### src/hw/rtl/rau_pkg.sv
// Shared types and constants for the rational arithmetic unit.
`default_nettype none
package rau_pkg;

  localparam int FIELD_W = 32;
  localparam int WIDE_W  = 64;

  localparam logic [1:0] OP_ADD = 2'd0;
  localparam logic [1:0] OP_SUB = 2'd1;
  localparam logic [1:0] OP_MUL = 2'd2;
  localparam logic [1:0] OP_DIV = 2'd3;

  localparam logic [1:0] ST_OK   = 2'd0;
  localparam logic [1:0] ST_DIV0 = 2'd1;
  localparam logic [1:0] ST_ZDEN = 2'd2;
  localparam logic [1:0] ST_OVF  = 2'd3;

  typedef struct packed {
    logic [1:0]                req_type;
    logic signed [FIELD_W-1:0] a_num;
    logic signed [FIELD_W-1:0] a_den;
    logic signed [FIELD_W-1:0] b_num;
    logic signed [FIELD_W-1:0] b_den;
  } req_t;

  typedef struct packed {
    logic signed [WIDE_W-1:0] res_num;
    logic signed [WIDE_W-1:0] res_den;
    logic [1:0]               status;
  } res_t;

  // direct: result is final, no reduction needed
  typedef struct packed {
    logic              direct;
    logic [1:0]        status;
    logic [WIDE_W-1:0] num;
    logic [WIDE_W-1:0] den;
  } entry_t;

endpackage
`default_nettype wire

### src/hw/rtl/rau_queue.sv
// Two-entry queue between front end and reduction back end.
`default_nettype none
module rau_queue (
  input  wire logic            clk,
  input  wire logic            rst,
  input  wire logic            push,
  input  wire rau_pkg::entry_t wdata,
  output logic                 full,
  input  wire logic            pop,
  output logic                 empty,
  output rau_pkg::entry_t      rdata
);
  import rau_pkg::*;

  entry_t     slots [2];
  logic       wr_ptr, rd_ptr;
  logic [1:0] count;

  always_ff @(posedge clk) begin
    if (push) begin
      slots[wr_ptr] <= wdata;
    end
  end

  always_ff @(posedge clk) begin
    if (rst) begin
      wr_ptr <= 1'b0;
      rd_ptr <= 1'b0;
      count  <= 2'd0;
    end else begin
      if (push) wr_ptr <= !wr_ptr;
      if (pop)  rd_ptr <= !rd_ptr;
      count <= count + {1'b0, push} - {1'b0, pop};
    end
  end

  assign full  = (count == 2'd2);
  assign empty = (count == 2'd0);
  assign rdata = slots[rd_ptr];

  a_no_overrun: assert property (@(posedge clk) disable iff (rst)
    push |-> !full)
    else $error("queue overrun");
  a_no_underrun: assert property (@(posedge clk) disable iff (rst)
    pop |-> !empty)
    else $error("queue underrun");
  a_count_range: assert property (@(posedge clk) disable iff (rst)
    count != 2'd3)
    else $error("queue count out of range");

endmodule
`default_nettype wire

### config.mk
export PLATFORM = sky130hd
export DESIGN_NAME = rau_queue
export DESIGN_NICKNAME = d
export VERILOG_FILES = /design/src/hw/rtl/rau_pkg.sv /design/src/hw/rtl/rau_queue.sv
export SDC_FILE = /design/constraint.sdc
export NUM_CORES = 1
export LEC_CHECK = 0
export ABC_AREA = 1
export BUFFER_PORTS_ARGS = -buffer_cell sky130_fd_sc_hd__buf_4
export CAP_MARGIN = 20
export CORE_MARGIN = 4
export CORE_UTILIZATION = 55
export CTS_CLUSTER_DIAMETER = 150
export DETAILED_ROUTE_END_ITERATION = 8
export PLACE_DENSITY_LB_ADDON = 0.05
export SLEW_MARGIN = 20
export SYNTH_ARGS = -nofsm -noshare
export SYNTH_HDL_FRONTEND = slang
export SYNTH_SLANG_ARGS = --single-unit
### constraint.sdc
create_clock -name clk -period 10.5 [get_ports clk]
set_input_delay 1.05 -clock clk [delete_from_list [all_inputs] [get_ports clk]]
set_output_delay 1.05 -clock clk [all_outputs]
set_load 0.05 [all_outputs]
==> results by group <==
Timing
  – Slew margin rel.: around a third
  – Crit path time final: ~4.5 ns
  – RSZ-0062 raised after global routing: no
  – Setup TNS Final: 0 ns
  – Final Skew: 0.0121 ns
  – Fmax: 222 MHz
  – Endpoints failing setup: 0
  – Final max-slew violation count: 0
  – Fin crit share: 43.0%
  – Worst hold slack: 0.520 ns
  – PnR worst setup slack: 5.99 ns
  – Slew @ Worst Pin: 1.01 ns
  – Hold Fails Final Rpt: 0

Setup path
  – R2r endpoint: slots[1][40]
  – Crit. End Element: primary output
  – CP Class: flip-flop to primary output
  – FF-to-FF Start: wr_ptr
  – Required @ worst endpoint: roughly 9.5 ns
  – CP peak stage delay: 0.87 ns
  – Worst path cell trace: buf_4, buf_4, mux2_2, buf_4
  – Slowest cell on crit path: buf_4
  – Top cell by count, worst path: buf_4
  – Reg2Reg Depth: 4
  – Worst Setup EP: rdata[37]
  – Critical Path AT: ~3.5 ns
  – Crit-path max FO: 55
  – Critical Path Start Type: flip-flop
  – R2r setup slk: just over 8 ns

Global route
  – Total Routing Usage GR: 17.6%
  – First-pass GRT wire length: 27600 um
  – Vias in the first global route: 5234
  – Antenna violations before repair: 0
  – Largest net degree at the start of global routing: 83
  – GRT Residual Overflow: 0

Floorplanning
  – Ports: about 270
  – Die Span Y: roughly 140 um
  – Die width: 143 um
  – Core area: 18000 um^2
  – # rows: 49
  – Initial Utilization: a little under three fifths
  – DIE AREA: 20500 um^2

Drt
  – DRT Pass-1 Iters: 4
  – DR vias: roughly 5000
  – WL per Instance: 19.3 um
  – Met2 Routed Length: 9680 um
  – Final wirelength: 18800 um
  – Post-DRT Antenna Nets: 0
  – Uppermost layer routed: met4
  – Met3 WL: around 1800 um
  – Post-DR vias/cell: just over 5
  – First DRT Iteration DRCs: 189
  – Met1 Wirelength: approximately 7000 um
  – DRC Markers: 0

Logic synthesis
  – Sequential area share after synthesis: 79.3%
  – Mux share of post-synthesis cell area: a little under a fifth
  – Synthesized netlist cell count: 439
  – YS warnings: 0
  – Flops & latches, synth: 267
  – Synth Area in Compound Gates: 0.0498%
  – Post-synthesis cell type count: 15
  – Synth Area in Simple Gates: 0.548%
  – Synth Area per Inst: 22.9 um^2
  – Largest family of logic cells by synthesized area: multiplexers
  – Synthesized net count: around 580
  – XOR/XNOR Fraction of Synth Area: 0.0871%
  – Synth Area in Adders: 0.249%
  – Mapped cell area: ~10000 um^2

CTS
  – CTS H-tree lvls: 1
  – Latest clock arrival within the worst-skew pair: 0.52 ns
  – Cts hold-fix bufs: 0
  – CTS resizes: 0
  – Post-CTS setup buffers: 0
  – CTS root buffer: clkbuf_16
  – Longest Clk Path Bufs: 3
  – CTS tree: yes
  – CTS Buf Count: 27
  – # clock sinks: 267
  – Clock-pin slew on the worst setup and hold paths: 0.06 ns

Final layout
  – Fill count: 1095
  – Commonest non-fill, non-tap cell in the layout: buf_4
  – Non-Filler Instances: 974
  – Most frequent cells in the layout: buf_4 (272), edfxtp_1 (262), mux2_4 (90)
  – Register area: 7970 um^2
  – Area Growth Syn to Fin: 30.1%
  – # diodes: 0
  – Multi-input logic area: 1910 um^2
  – Fraction of layout cells with a size suffix above 1: 59.9%
  – Fin nets: 863

Place
  – Place WS: roughly 6.5 ns
  – Inst Count DP: 925
  – Final HPWL DP: 12700 um
  – Number of buffers added on ports: between 200 and 300
  – Final RePlAce weighted congestion: roughly 0.76

Power and ir drop
  – Power Dens Cells: 198 nW/um^2
  – P_leak: 0.00513 uW
  – Peak VDD IR: 0.161 mV

Hold path
  – Hold Crit Class: flip-flop to flip-flop
  – Worst Min Path Start: rd_ptr
  – WHS Path Cells: 2

Flow run
  – MaxCap Viol Count: 0

Outcome
  – Status: finished clean
metrics by stage:
| step | util, % | cell area, um^2 | total power (uW) |
|---|---|---|---|
| detailed placement | 68.2 | 12200 | 1760 |
| floorplan | - | 10100 | 1610 |
| global route | 72.8 | 13100 | 2700 |
| global placement | 68.2 | 12200 | 1750 |
| finish | 72.8 | 13100 | 2600 |
| CTS | 72.7 | 13100 | 2620 |
how the worst min path moves through the flow:
stage                     end  slack (ns)
floorplan           flip-flop        0.48
global placement       rd_ptr        0.50
detailed placement  flip-flop        0.50
CTS                 flip-flop        0.52
global route        flip-flop        0.55
finish              flip-flop        0.52
kinds of logic (layout without fill, tap and decap cells):
| family | count (synthesis) | after routing |
|---|---|---|
| xor+xnor | 1 | 1 |
| compound gates | 1 | 1 |
| fa+ha+maj | 2 | 2 |
| buf+inv | 23 | 329 |
| simple gates | 14 | 14 |
| flops | 267 | 267 |
| mux | 131 | 131 |
cells in the mapped netlist:
master	count	area share, %
a21oi_1	1	0.050
buf_2	4	0.20
buf_6	10	1.1
buf_8	1	0.15
dfxtp_1	5	1.0
edfxtp_1	262	78
ha_1	2	0.25
inv_1	8	0.30
mux2_2	41	4.6
mux2_4	90	13
nand2_1	4	0.15
nand3_1	1	0.050
nor2_1	8	0.30
nor3_1	1	0.050
xnor2_1	1	0.087
area by class of cell:
cell class,count,share of cell area (%)
inverters,8,0.249
multi-input cells,149,14.6
clock inverters,17,0.890
flip-flops and latches,267,60.9
well taps,229,2.19
repair buffers,273,15.8
clock buffers,31,5.28
per-layer routing:
| metal | vias to the layer above | global-route usage, % |
|---|---|---|
| li1 | 2301 | - |
| met1 | 2424 | 20.8 |
| met2 | 199 | 30.6 |
| met3 | 27 | 5.99 |
| met4 | 0 | 5.35 |
| met5 | - | 0 |
worst max-delay path, delay by kind of cell, from the launching register on:
| kind | cells | cell delay (ns) |
|---|---|---|
| buffers and inverters | 3 | 1.80 |
| flip-flops | 1 | 0.60 |
| multiplexers | 1 | 0.42 |
flip-flops by register name, summed over array words and instances (netlist names), named ones only:
register and cells:
count 2, rd_ptr 1, slots 262, wr_ptr 1
power by group:
group,total (uW),internal [uW],switching (uW)
registers,1250,1240,18.2
logic,475,179,296
clock network,867,495,371
(Power assumes the default switching activity.)
