===== config.mk =====
export PLATFORM = sky130hd
export DESIGN_NAME = rau_front
export DESIGN_NICKNAME = d
export VERILOG_FILES = /design/src/hw/rtl/rau_pkg.sv /design/src/hw/rtl/rau_front.sv
export SDC_FILE = /design/constraint.sdc
export NUM_CORES = 2
export LEC_CHECK = 0
export BUFFER_PORTS_ARGS = -buffer_cell sky130_fd_sc_hd__clkbuf_2
export CORE_MARGIN = 2
export CORE_UTILIZATION = 36
export CTS_CLUSTER_DIAMETER = 80
export CTS_CLUSTER_SIZE = 25
export DETAILED_ROUTE_END_ITERATION = 10
export GPL_TIMING_DRIVEN = 0
export HOLD_SLACK_MARGIN = 0.12
export MAX_ROUTING_LAYER = met4
export REMOVE_ABC_BUFFERS = 1
export SLEW_MARGIN = 20
export SYNTH_ARGS = -nofsm -noshare
export SYNTH_HDL_FRONTEND = slang
export SYNTH_SLANG_ARGS = --single-unit

===== constraint.sdc =====
create_clock -name clk -period 20.1 [get_ports clk]
set_clock_uncertainty 0.05 [all_clocks]
set_input_delay 3.015 -clock clk [delete_from_list [all_inputs] [get_ports clk]]
set_output_delay 3.015 -clock clk [all_outputs]
set_load 0.02 [all_outputs]

===== src/hw/rtl/rau_pkg.sv =====
// Shared types and constants for the rational arithmetic unit.
`default_nettype none
package rau_pkg;

  localparam int FIELD_W = 32;
  localparam int WIDE_W  = 64;

  localparam logic [1:0] OP_ADD = 2'd0;
  localparam logic [1:0] OP_SUB = 2'd1;
  localparam logic [1:0] OP_MUL = 2'd2;
  localparam logic [1:0] OP_DIV = 2'd3;

  localparam logic [1:0] ST_OK   = 2'd0;
  localparam logic [1:0] ST_DIV0 = 2'd1;
  localparam logic [1:0] ST_ZDEN = 2'd2;
  localparam logic [1:0] ST_OVF  = 2'd3;

  typedef struct packed {
    logic [1:0]                req_type;
    logic signed [FIELD_W-1:0] a_num;
    logic signed [FIELD_W-1:0] a_den;
    logic signed [FIELD_W-1:0] b_num;
    logic signed [FIELD_W-1:0] b_den;
  } req_t;

  typedef struct packed {
    logic signed [WIDE_W-1:0] res_num;
    logic signed [WIDE_W-1:0] res_den;
    logic [1:0]               status;
  } res_t;

  // direct: result is final, no reduction needed
  typedef struct packed {
    logic              direct;
    logic [1:0]        status;
    logic [WIDE_W-1:0] num;
    logic [WIDE_W-1:0] den;
  } entry_t;

endpackage
`default_nettype wire


===== src/hw/rtl/rau_front.sv =====
// Front end: takes a request, forms raw products and classifies the item.
`default_nettype none
module rau_front #(
  parameter int OPERAND_WIDTH = 32
) (
  input  wire logic           clk,
  input  wire logic           rst,
  input  wire logic           req_valid,
  output logic                req_stall,
  input  wire rau_pkg::req_t  req,
  output logic                push,
  input  wire logic           full,
  output rau_pkg::entry_t     entry
);
  import rau_pkg::*;

  localparam int W = OPERAND_WIDTH;

  localparam logic [1:0] S_IDLE = 2'd0;
  localparam logic [1:0] S_MUL  = 2'd1;
  localparam logic [1:0] S_PUSH = 2'd2;

  logic [1:0] state;
  logic [1:0] step;
  logic [1:0] op;
  logic signed [W-1:0] an, ad, bn, bd;
  logic [WIDE_W-1:0] m0, m1, m2;

  logic signed [W-1:0]   ma, mb;
  logic signed [2*W-1:0] prod;
  logic signed [WIDE_W-1:0] prod_ext;

  always_comb begin
    case (step)
      2'd0: begin
        ma = an;
        mb = (op == OP_MUL) ? bn : bd;
      end
      2'd1: begin
        ma = ad;
        mb = (op == OP_MUL) ? bd : bn;
      end
      default: begin
        ma = ad;
        mb = bd;
      end
    endcase
  end

  assign prod     = ma * mb;
  assign prod_ext = WIDE_W'(prod);

  always_ff @(posedge clk) begin
    if (rst) begin
      state <= S_IDLE;
      step  <= 2'd0;
    end else begin
      unique case (state)
        S_IDLE: begin
          if (req_valid) begin
            op    <= req.req_type;
            an    <= req.a_num[W-1:0];
            ad    <= req.a_den[W-1:0];
            bn    <= req.b_num[W-1:0];
            bd    <= req.b_den[W-1:0];
            step  <= 2'd0;
            state <= S_MUL;
          end
        end
        S_MUL: begin
          case (step)
            2'd0:    m0 <= prod_ext;
            2'd1:    m1 <= prod_ext;
            default: m2 <= prod_ext;
          endcase
          if (step == 2'd2) begin
            state <= S_PUSH;
          end else begin
            step <= step + 2'd1;
          end
        end
        S_PUSH: begin
          if (!full) begin
            state <= S_IDLE;
          end
        end
        default: state <= S_IDLE;
      endcase
    end
  end

  logic [WIDE_W:0] p_ext, q_ext, sum;
  logic addsub, sum_ovf, zden;
  logic [WIDE_W-1:0] num, den;

  always_comb begin
    p_ext   = {m0[WIDE_W-1], m0};
    q_ext   = {m1[WIDE_W-1], m1};
    sum     = (op == OP_SUB) ? (p_ext - q_ext) : (p_ext + q_ext);
    addsub  = (op == OP_ADD) || (op == OP_SUB);
    sum_ovf = addsub && (sum[WIDE_W] != sum[WIDE_W-1]);
    zden    = (ad == '0) || (bd == '0);
    num     = addsub ? sum[WIDE_W-1:0] : m0;
    den     = addsub ? m2 : m1;
    entry.direct = 1'b1;
    entry.status = ST_OK;
    entry.num    = num;
    entry.den    = den;
    if ((op == OP_DIV) && (bn == '0)) begin
      entry.status = ST_DIV0;
      entry.num    = '0;
      entry.den    = WIDE_W'(1);
    end else if (sum_ovf) begin
      entry.status = zden ? ST_ZDEN : ST_OVF;
    end else if (zden) begin
      entry.status = ST_ZDEN;
    end else begin
      entry.direct = 1'b0;
    end
  end

  assign push      = (state == S_PUSH) && !full;
  assign req_stall = (state != S_IDLE);

  a_mul_steps: assert property (@(posedge clk) disable iff (rst)
    (state == S_MUL && step == 2'd2) |=> (state == S_PUSH))
    else $error("front left multiply phase early");
  a_accept_starts: assert property (@(posedge clk) disable iff (rst)
    (state == S_IDLE && req_valid) |=> (state == S_MUL && step == 2'd0))
    else $error("accepted beat did not start products");
  a_push_state: assert property (@(posedge clk) disable iff (rst)
    push |-> (state == S_PUSH))
    else $error("push outside push state");

endmodule
`default_nettype wire


==> flow_metrics.tcl <==
set metrics [dict create \
    ys_ff_latch 326 \
    coreArea_mm2 0.145 \
    start_util 0.362 \
    timing.rr.start "op[1]" \
    layout.cells.non_filler 7513 \
    yosysTopAreaCell "fa_1" \
    layout.nets 7053 \
    place.gp.congestion 0.942 \
    cts_root_buffer "clkbuf_16" \
    grt-ovfl-total 0 \
    grt_max_degree 47 \
    io_pins 267 \
    ys_seq_area_frac 0.185 \
    synth.distinct_cells 74 \
    antenna_left 0 \
    drtPass1Iterations 6 \
    synth_edf_count 322 \
    clockBufferDepth 3 \
    drv_cap 0 \
    place_ws_ns 8.06 \
    slowest_stage "fa_1" \
    area_growth_pct 11.6 \
    io_buffers 266 \
    hp-class "flop to flop" \
    syn_inst 5402 \
    drive_gt1_frac 0.102 \
    rsz0062_at_grt "false" \
    hp-start "step[0]" \
    dp_cells 7479 \
    drt_iter0_markers 2831 \
    synth-warning-count 0 \
    slew_headroom 0.107 \
    cts_tree "built" \
    tns_ns 0 \
    vias 39197 \
    report.final.slew_viol_count 0 \
    critPathKind "flop to flop" \
    cp-start-kind "flop" \
    wl_per_cell_um 22.7 \
    clkLatencyLatePin_ns 0.60 \
    post_cts.repair.setup_buffers 0 \
    die_y_um 386 \
    post-route-min-period_ns 11.86 \
    cts.repair.resized 0 \
    fin_ws_ns 8.24 \
    clk_pin_slew_ns 0.10 \
    finalHoldViolCount 0 \
    worstPathMaxFanout 33 \
    avgSynthCellArea_um2 9.75 \
    critPathArrivalTime_ns 12.07 \
    max_slew.worst_pin.slew_ns 1.34 \
    outcome "finished, final reports clean" \
    rows 140 \
    cts_buffers 19 \
    globalRouteTotalUtil 0.238 \
    final_cell_mix "fa_1, inv_1, nor2_1, nand2_1, edfxtp_1" \
    vias_per_cell 5.22 \
    dominantRegCellSynth "edfxtp_1" \
    crit_path_end_kind "flop" \
    crit_path_start "op[1]" \
    yosysTopAreaCellShare 0.412 \
    antenna_found_initial 3 \
    routed_wl_mm 171 \
    max_stage_delay_ns 0.89 \
    path_common_cell "fa_1" \
    synthArstFlopShare 0 \
    die-area_mm2 0.149 \
    fmax_mhz 84.3 \
    grt_pass1_vias 41646 \
    netlist_area_mm2 0.0527 \
    grt_pass1_wl_mm 260 \
    htreeDepth 1 \
    layout_commonest_cell "fa_1" \
    synthTopCellsByArea "fa_1, edfxtp_1, inv_1" \
    die_x_um 386 \
    drc 0 \
    post-route-period-util 0.590 \
    hpwl_mm 145 \
    setup_viol 0 \
    worstPathRequired_ns 20.30 \
    cts_num_sinks 326 \
    holdBufCountCts 0 \
]
-- worst max-delay path, delay by kind of cell (launching register included) --
family / cells / cell delay [ns]
and+or+nand+nor: 7 / 1.43
buffers and inverters: 7 / 1.39
adders and majority gates: 9 / 4.94
xor gates and xnor gates: 1 / 0.69
AOI/OAI and AO/OA: 6 / 2.25
DFF: 1 / 0.67
-- cell type report --
type | instances | area, um^2
clock buffers | 23 | 490
inverters | 1000 | 3750
multi-input cells | 3835 | 38900
fillers | 14255 | 86600
repair buffers | 402 | 3370
clock inverters | 7 | 130
flip-flops and latches | 326 | 9750
diodes | 3 | 7.51
well taps | 1917 | 2400
-- metal layers --
layer,share of wire,global-route usage
met3,0.084,0.0468
met2,0.45,0.369
met4,0.050,0.0987
met5,0,-
met1,0.41,0.305
-- path summary, 6_finish.rpt --
| check | end | slack [ns] | cells past startpoint |
|---|---|---|---|
| setup reg to reg | m0[63] | 8.24 | 30 |
| setup / recovery | m0[63] | 8.24 | 30 |
| hold / removal | step[0] | 0.52 | 2 |
| hold reg to reg | step[0] | 0.52 | 2 |
-- per-stage QoR --
| step | hold WS, ns | util | cell area (um^2) |
|---|---|---|---|
| 2_1_floorplan | 0.444 | - | 51800 |
| 3_3_place_gp | 0.477 | 0.382 | 55500 |
| 3_5_place_dp | 0.494 | 0.400 | 58100 |
| 4_1_cts | 0.524 | 0.404 | 58700 |
| 5_1_grt | 0.565 | 0.404 | 58800 |
| 6_report | 0.517 | 0.404 | 58800 |
-- flip-flops by register name, indices dropped and copies added, names as in the netlist --
| signal | flops |
|---|---|
| m0 | 64 |
| m1 | 64 |
| m2 | 64 |
| ad | 32 |
| an | 32 |
| bd | 32 |
| bn | 32 |
| op | 2 |
| state | 2 |
| step | 2 |
-- cell usage after synthesis (27+ instances only) --
master,count
ha_1,252
nand2_1,581
nor2_1,785
mux2i_1,105
edfxtp_1,322
xor2_1,71
a21o_1,54
nand3_1,32
fa_1,1083
a22oi_1,33
clkbuf_1,216
a22o_1,29
nand2b_1,30
inv_1,999
a21oi_1,193
nor4_1,31
o21ai_0,78
xnor2_1,122
nand4_1,27
mux2_2,30
nor3_1,33
-- cells by family after synthesis --
family,after synthesis,synth area share
adders and majority gates,1335,0.472
xor gates and xnor gates,194,0.0324
muxes,138,0.0270
DFF,326,0.185
AOI/OAI and AO/OA,560,0.0681
buffers and inverters,1241,0.0885
and+or+nand+nor,1608,0.127
Power is left out: the tool's default activity adds up to more than one toggle a clock period on the data nets, which glitch-free logic cannot reach.
