### config.mk
export PLATFORM = sky130hd
export DESIGN_NAME = rau_back
export DESIGN_NICKNAME = d
export VERILOG_FILES = /design/src/hw/rtl/rau_pkg.sv /design/src/hw/rtl/rau_back.sv
export SDC_FILE = /design/constraint.sdc
export NUM_CORES = 2
export LEC_CHECK = 0
export BUFFER_PORTS_ARGS = -buffer_cell sky130_fd_sc_hd__buf_2
export CAP_MARGIN = 5
export CORE_MARGIN = 2
export CORE_UTILIZATION = 50
export DETAILED_ROUTE_END_ITERATION = 10
export GPL_TIMING_DRIVEN = 0
export PLACE_DENSITY_LB_ADDON = 0.12
export SYNTH_ARGS = -nofsm -noshare
export SYNTH_HDL_FRONTEND = slang
export SYNTH_SLANG_ARGS = --single-unit
### constraint.sdc
create_clock -name clk -period 11.4 [get_ports clk]
set_clock_uncertainty 0.2 [all_clocks]
set_input_delay 1.14 -clock clk [delete_from_list [all_inputs] [get_ports clk]]
set_output_delay 1.14 -clock clk [all_outputs]
set_load 0.01 [all_outputs]
### src/hw/rtl/rau_pkg.sv
// Shared types and constants for the rational arithmetic unit.
`default_nettype none
package rau_pkg;

  localparam int FIELD_W = 32;
  localparam int WIDE_W  = 64;

  localparam logic [1:0] OP_ADD = 2'd0;
  localparam logic [1:0] OP_SUB = 2'd1;
  localparam logic [1:0] OP_MUL = 2'd2;
  localparam logic [1:0] OP_DIV = 2'd3;

  localparam logic [1:0] ST_OK   = 2'd0;
  localparam logic [1:0] ST_DIV0 = 2'd1;
  localparam logic [1:0] ST_ZDEN = 2'd2;
  localparam logic [1:0] ST_OVF  = 2'd3;

  typedef struct packed {
    logic [1:0]                req_type;
    logic signed [FIELD_W-1:0] a_num;
    logic signed [FIELD_W-1:0] a_den;
    logic signed [FIELD_W-1:0] b_num;
    logic signed [FIELD_W-1:0] b_den;
  } req_t;

  typedef struct packed {
    logic signed [WIDE_W-1:0] res_num;
    logic signed [WIDE_W-1:0] res_den;
    logic [1:0]               status;
  } res_t;

  // direct: result is final, no reduction needed
  typedef struct packed {
    logic              direct;
    logic [1:0]        status;
    logic [WIDE_W-1:0] num;
    logic [WIDE_W-1:0] den;
  } entry_t;

endpackage
`default_nettype wire

### src/hw/rtl/rau_back.sv
// Back end: binary GCD, two exact divides, sign fix and output register.
`default_nettype none
module rau_back (
  input  wire logic            clk,
  input  wire logic            rst,
  input  wire logic            empty,
  input  wire rau_pkg::entry_t entry,
  output logic                 pop,
  output logic                 res_valid,
  input  wire logic            res_stall,
  output rau_pkg::res_t        res
);
  import rau_pkg::*;

  localparam logic [2:0] B_IDLE = 3'd0;
  localparam logic [2:0] B_GCD  = 3'd1;
  localparam logic [2:0] B_DIVN = 3'd2;
  localparam logic [2:0] B_DIVD = 3'd3;
  localparam logic [2:0] B_OUT  = 3'd4;

  logic [2:0]        state;
  logic [WIDE_W-1:0] raw_num, un, ud, x, y, g, dq, rn;
  logic [WIDE_W:0]   rem;
  logic [5:0]        k, cnt;
  logic              neg;

  logic [WIDE_W-1:0] e_un, e_ud;
  logic [WIDE_W:0]   rem_sh, rem_nx;
  logic              ge;
  logic [WIDE_W-1:0] q_last;

  always_comb begin
    e_un   = entry.num[WIDE_W-1] ? (~entry.num + 1'b1) : entry.num;
    e_ud   = entry.den[WIDE_W-1] ? (~entry.den + 1'b1) : entry.den;
    rem_sh = {rem[WIDE_W-1:0], dq[WIDE_W-1]};
    ge     = rem_sh >= {1'b0, g};
    rem_nx = ge ? (rem_sh - {1'b0, g}) : rem_sh;
    q_last = {dq[WIDE_W-2:0], ge};
  end

  assign pop = (state == B_IDLE) && !empty;

  always_ff @(posedge clk) begin
    if (rst) begin
      state <= B_IDLE;
    end else begin
      unique case (state)
        B_IDLE: begin
          if (!empty) begin
            raw_num <= entry.num;
            un      <= e_un;
            ud      <= e_ud;
            neg     <= entry.num[WIDE_W-1] ^ entry.den[WIDE_W-1];
            x       <= e_un;
            y       <= e_ud;
            k       <= '0;
            if (entry.direct) begin
              res   <= '{res_num: entry.num, res_den: entry.den, status: entry.status};
              state <= B_OUT;
            end else if (e_un == '0) begin
              res   <= '{res_num: '0, res_den: WIDE_W'(1), status: ST_OK};
              state <= B_OUT;
            end else begin
              state <= B_GCD;
            end
          end
        end
        B_GCD: begin
          if (x == '0) begin
            g     <= y << k;
            dq    <= un;
            rem   <= '0;
            cnt   <= '0;
            state <= B_DIVN;
          end else if (!x[0] && !y[0]) begin
            x <= x >> 1;
            y <= y >> 1;
            k <= k + 6'd1;
          end else if (!x[0]) begin
            x <= x >> 1;
          end else if (!y[0]) begin
            y <= y >> 1;
          end else if (x >= y) begin
            x <= x - y;
          end else begin
            y <= y - x;
          end
        end
        B_DIVN: begin
          rem <= rem_nx;
          dq  <= q_last;
          cnt <= cnt + 6'd1;
          if (cnt == 6'd63) begin
            rn    <= q_last;
            dq    <= ud;
            rem   <= '0;
            cnt   <= '0;
            state <= B_DIVD;
          end
        end
        B_DIVD: begin
          rem <= rem_nx;
          dq  <= q_last;
          cnt <= cnt + 6'd1;
          if (cnt == 6'd63) begin
            if (!neg && rn[WIDE_W-1]) begin
              res <= '{res_num: raw_num, res_den: (~q_last + 1'b1), status: ST_OVF};
            end else begin
              res <= '{res_num: (neg ? (~rn + 1'b1) : rn), res_den: q_last,
                       status: ST_OK};
            end
            state <= B_OUT;
          end
        end
        B_OUT: begin
          if (!res_stall) begin
            state <= B_IDLE;
          end
        end
        default: state <= B_IDLE;
      endcase
    end
  end

  assign res_valid = (state == B_OUT);

  a_ok_den_pos: assert property (@(posedge clk) disable iff (rst)
    (res_valid && res.status == ST_OK) |-> (!res.res_den[WIDE_W-1] && res.res_den != '0))
    else $error("ok result with non-positive denominator");
  a_gcd_nonzero: assert property (@(posedge clk) disable iff (rst)
    (state == B_DIVN) |-> (g != '0))
    else $error("zero divisor in reduction");
  a_pop_idle: assert property (@(posedge clk) disable iff (rst)
    pop |=> (state != B_DIVN && state != B_DIVD))
    else $error("pop did not start from idle");

endmodule
`default_nettype wire

==> impl_results.md <==
* Power density relative to cell area at 258 nW/µm²
* Number of sinks handled by clock tree synthesis at 721
* Largest net degree at the start of global routing at 39
* Vertical die dimension at 321 µm
* Primary FF master, synth: sky130_fd_sc_hd__edfxtp_1
* Number of flops mapped to enable cells by yosys at 718
* RSZ-0062 raised after global routing: false
* Final setup viols at 0
* GP Congestion at 1.04
* Filler Cells Inserted at 9070
* Total area of multi-input combinational cells at 26400 µm²
* DRC marker count from the first detailed-route iteration at 8231
* Number of setup buffers added after CTS at 0
* Global routing usage summed across all routing layers at 0.440
* Commonest non-fill, non-tap cell in the layout: sky130_fd_sc_hd__edfxtp_1
* Met3 capacity usage during global routing at 0.110
* Storage cell area at 21600 µm²
* CTS tree: yes
* Peak ir drop on the vdd network at 148 µV
* Measured slew at the worst slew-check pin at 1.39 ns
* Core Rows at 116
* Number of global-route vias before repair at 44500
* Max Clk Rate at 105 MHz
* Horizontal die dimension at 321 µm
* Number of detailed-routing iterations run before antenna repair at 8
* CTS Hold Buffers Added at 0
* GR Util met2 at 0.614
* Worst min-delay path category: reg -> reg
* Critical path cell sequence: ha_1, a21o_1, a21oi_1, o21ai_0, a221oi_1, o21ai_0, a21o_1, a31oi_1, o21ai_1, inv_1, buf_2, clkbuf_1, clkbuf_1, ha_1, and2_1, nand4_1, or3_1, nor4_1, nand2_1, or3_1, o21ai_0, xor2_1, o21ai_0
* Slew HR at 0.0660
* Clock input transition at the sequential cells of the worst setup and hold paths at 0.07 ns
* Warning count from the yosys run at 0
* Post-synth design cell area at 50400 µm²
* TritonCTS Buffers at 85
* Final Routed Wirelength at 233000 µm
* Final Total Pwr at 0.0146 W
* Leakage power of the design at 21.0 nW
* Critical path's largest stage delay at 0.73 ns
* Number of antenna violations at the first check in global routing at 21
* NumNets Final at 6234
* Total vias in the final route at 49600
* Post-cts repair resize count at 0
* Global-route layer with the greatest usage: met1
* Per-instance average area after synthesis at 9.14 µm²
* Startpoint-to-endpoint class of the critical path: reg -> reg
* Setup crit start kind: register
* HPWL after detailed placement at 188000 µm
* Period utilization at 0.836
* Sum of overflow across all layers after global routing at 0
* Slowest cell on crit path: sky130_fd_sc_hd__a31oi_1
* Worst Setup End Kind: register
* Crit Path Max Fanout at 10
* Worst path top cell family by delay: compound AO/OA/AOI/OAI gates
* Fin crit period at 9.53 ns
* Buffers added on ports at 262
* Final Hold Slack at 0.261 ns
* Starting density of the core at 0.504
* Fraction of layout cells with a size suffix above 1 at 0.0899
* Wire length of the first global-routing pass at 326000 µm
* Clock tree root buffer cell: sky130_fd_sc_hd__clkbuf_16
* Floorplan die area at 103000 µm²
* Count of pins over their slew limit at 0
* IO Pins at 267
* Synthesis-to-layout area growth at 12.8%
* CP Buf/Inv Count at 4
* Clock Latency Late Sink at 0.68 ns
* Nets in the synthesized netlist at 5847
* Register area share after synthesis at 0.429
* Mapped Cells at 5509
* Remaining design rule violation count at 0
* Library cell appearing most often on the critical path: sky130_fd_sc_hd__o21ai_0
* DR vias/cell at 6.83
* Result of the run: finished clean
* Number of hold-slack violations in the final timing report at 0
* Core box area at 100000 µm²
* Max Root-Sink Buffers at 3
* Per-cell routed wire length at 32.1 µm
* Async set or reset register ratio after synthesis at 0
* Most frequent cells in the layout: sky130_fd_sc_hd__edfxtp_1 (718), sky130_fd_sc_hd__nand2_1 (555), sky130_fd_sc_hd__nor2_1 (548)
* Data required time of the worst path at 11.62 ns
* Number of maximum-capacitance constraint violations at 0
* Post-route antenna net violation count at 0
* H-tree levels at 3
* Data arrival at the endpoint of the critical path at 9.75 ns
* Count of cell types in the netlist at 81
* Fraction of met1 tracks used by global routing at 0.618
* Post-synthesis sequential element count at 721
worst register-to-register path, stage by stage (launching register included):
cell                       delay [ns]
sky130_fd_sc_hd__edfxtp_1        0.45
sky130_fd_sc_hd__ha_1            0.37
sky130_fd_sc_hd__a21o_1          0.19
sky130_fd_sc_hd__a21oi_1         0.12
sky130_fd_sc_hd__o21ai_0         0.20
sky130_fd_sc_hd__a221oi_1        0.62
sky130_fd_sc_hd__o21ai_0         0.32
sky130_fd_sc_hd__a21o_1          0.31
sky130_fd_sc_hd__a31oi_1         0.73
sky130_fd_sc_hd__o21ai_1         0.42
sky130_fd_sc_hd__inv_1           0.15
sky130_fd_sc_hd__buf_2           0.30
sky130_fd_sc_hd__clkbuf_1        0.73
sky130_fd_sc_hd__clkbuf_1        0.69
sky130_fd_sc_hd__ha_1            0.36
sky130_fd_sc_hd__and2_1          0.25
sky130_fd_sc_hd__nand4_1         0.31
sky130_fd_sc_hd__or3_1           0.50
sky130_fd_sc_hd__nor4_1          0.68
sky130_fd_sc_hd__nand2_1         0.26
sky130_fd_sc_hd__or3_1           0.38
sky130_fd_sc_hd__o21ai_0         0.21
sky130_fd_sc_hd__xor2_1          0.11
sky130_fd_sc_hd__o21ai_0         0.41
Yosys cell counts (25+ instances only):
cell	instances	area share
sky130_fd_sc_hd__nand3_1	199	0.020
sky130_fd_sc_hd__nand2b_1	34	0.0042
sky130_fd_sc_hd__nand2_1	555	0.041
sky130_fd_sc_hd__o21ai_0	466	0.046
sky130_fd_sc_hd__o21bai_1	67	0.010
sky130_fd_sc_hd__ha_1	200	0.050
sky130_fd_sc_hd__or4_1	28	0.0042
sky130_fd_sc_hd__nor4_1	76	0.0094
sky130_fd_sc_hd__a21o_1	94	0.014
sky130_fd_sc_hd__xor2_1	133	0.023
sky130_fd_sc_hd__o22ai_1	38	0.0047
sky130_fd_sc_hd__or3_1	49	0.0061
sky130_fd_sc_hd__mux4_2	50	0.022
sky130_fd_sc_hd__nor3_1	91	0.0090
sky130_fd_sc_hd__o221ai_1	25	0.0043
sky130_fd_sc_hd__o31ai_1	70	0.010
sky130_fd_sc_hd__buf_1	37	0.0028
sky130_fd_sc_hd__edfxtp_1	718	0.43
sky130_fd_sc_hd__a21oi_1	457	0.045
sky130_fd_sc_hd__a211oi_1	30	0.0045
sky130_fd_sc_hd__clkbuf_1	316	0.024
sky130_fd_sc_hd__nand4_1	79	0.0098
sky130_fd_sc_hd__inv_1	290	0.022
sky130_fd_sc_hd__xnor2_1	234	0.041
sky130_fd_sc_hd__and2_1	26	0.0032
sky130_fd_sc_hd__nor2_1	549	0.041
sky130_fd_sc_hd__a31oi_1	97	0.012
sky130_fd_sc_hd__mux2i_1	122	0.024
sky130_fd_sc_hd__a221oi_1	89	0.015
per-stage QoR:
step                      instance area [µm²]   util  instances  setup TNS, ns  worst slack (ns)
after floorplan                         50400      -       5509              0             0.232
after global placement                  53300  0.533       7069       -1267.27             -4.69
after detailed placement                54000  0.540       7107              0              2.14
after CTS                               56800  0.568       7259              0              2.11
after global routing                    56800  0.568       7264              0              1.61
final                                   56800  0.568       7267              0              1.87
power breakdown:
| part | switching (W) | total [W] | internal, W |
|---|---|---|---|
| registers | 0.000643 | 0.00428 | 0.00364 |
| logic | 0.00526 | 0.00751 | 0.00225 |
| clock network | 0.00121 | 0.00285 | 0.00164 |
registers in the layout, indices dropped and copies added, names as in the netlist, 6 cells and up:
name,cells
cnt,6
dq,64
g,64
k,6
raw_num,64
rem,64
res,130
rn,64
ud,64
un,63
x,64
y,64
routing by layer:
metal | share of wire | vias up
li1 | - | 21100
met5 | 0.00054 | -
met4 | 0.071 | 6
met3 | 0.14 | 658
met1 | 0.39 | 23900
met2 | 0.40 | 3972
layout make-up:
cell class              instances  area share
clock inverters                50     0.00962
plain buffers                 356      0.0237
flip-flops and latches        721       0.380
multi-input cells            4140       0.464
diodes                          8    0.000352
inverters                     292      0.0193
well taps                    1298      0.0286
repair buffers                300      0.0339
clock buffers                 102      0.0404
logic make-up after synthesis:
logic type	count (synthesis)	synth area share
mux	178	0.0479
flops	721	0.429
fa+ha+maj	203	0.0509
compound gates	1614	0.198
xor+xnor	367	0.0638
simple gates	1778	0.161
buf+inv	648	0.0485
path summary, 6_finish.rpt:
| path | from | endpoint | slack, ns | cells after the start |
|---|---|---|---|---|
| max | rem[2] | res[62] | 1.87 | 23 |
| min | dq[1] | rn[2] | 0.26 | 0 |
| max reg2reg | rem[2] | res[62] | 1.87 | 23 |
| min reg2reg | dq[1] | rn[2] | 0.26 | 0 |
Power figures use the tool's default switching activity.
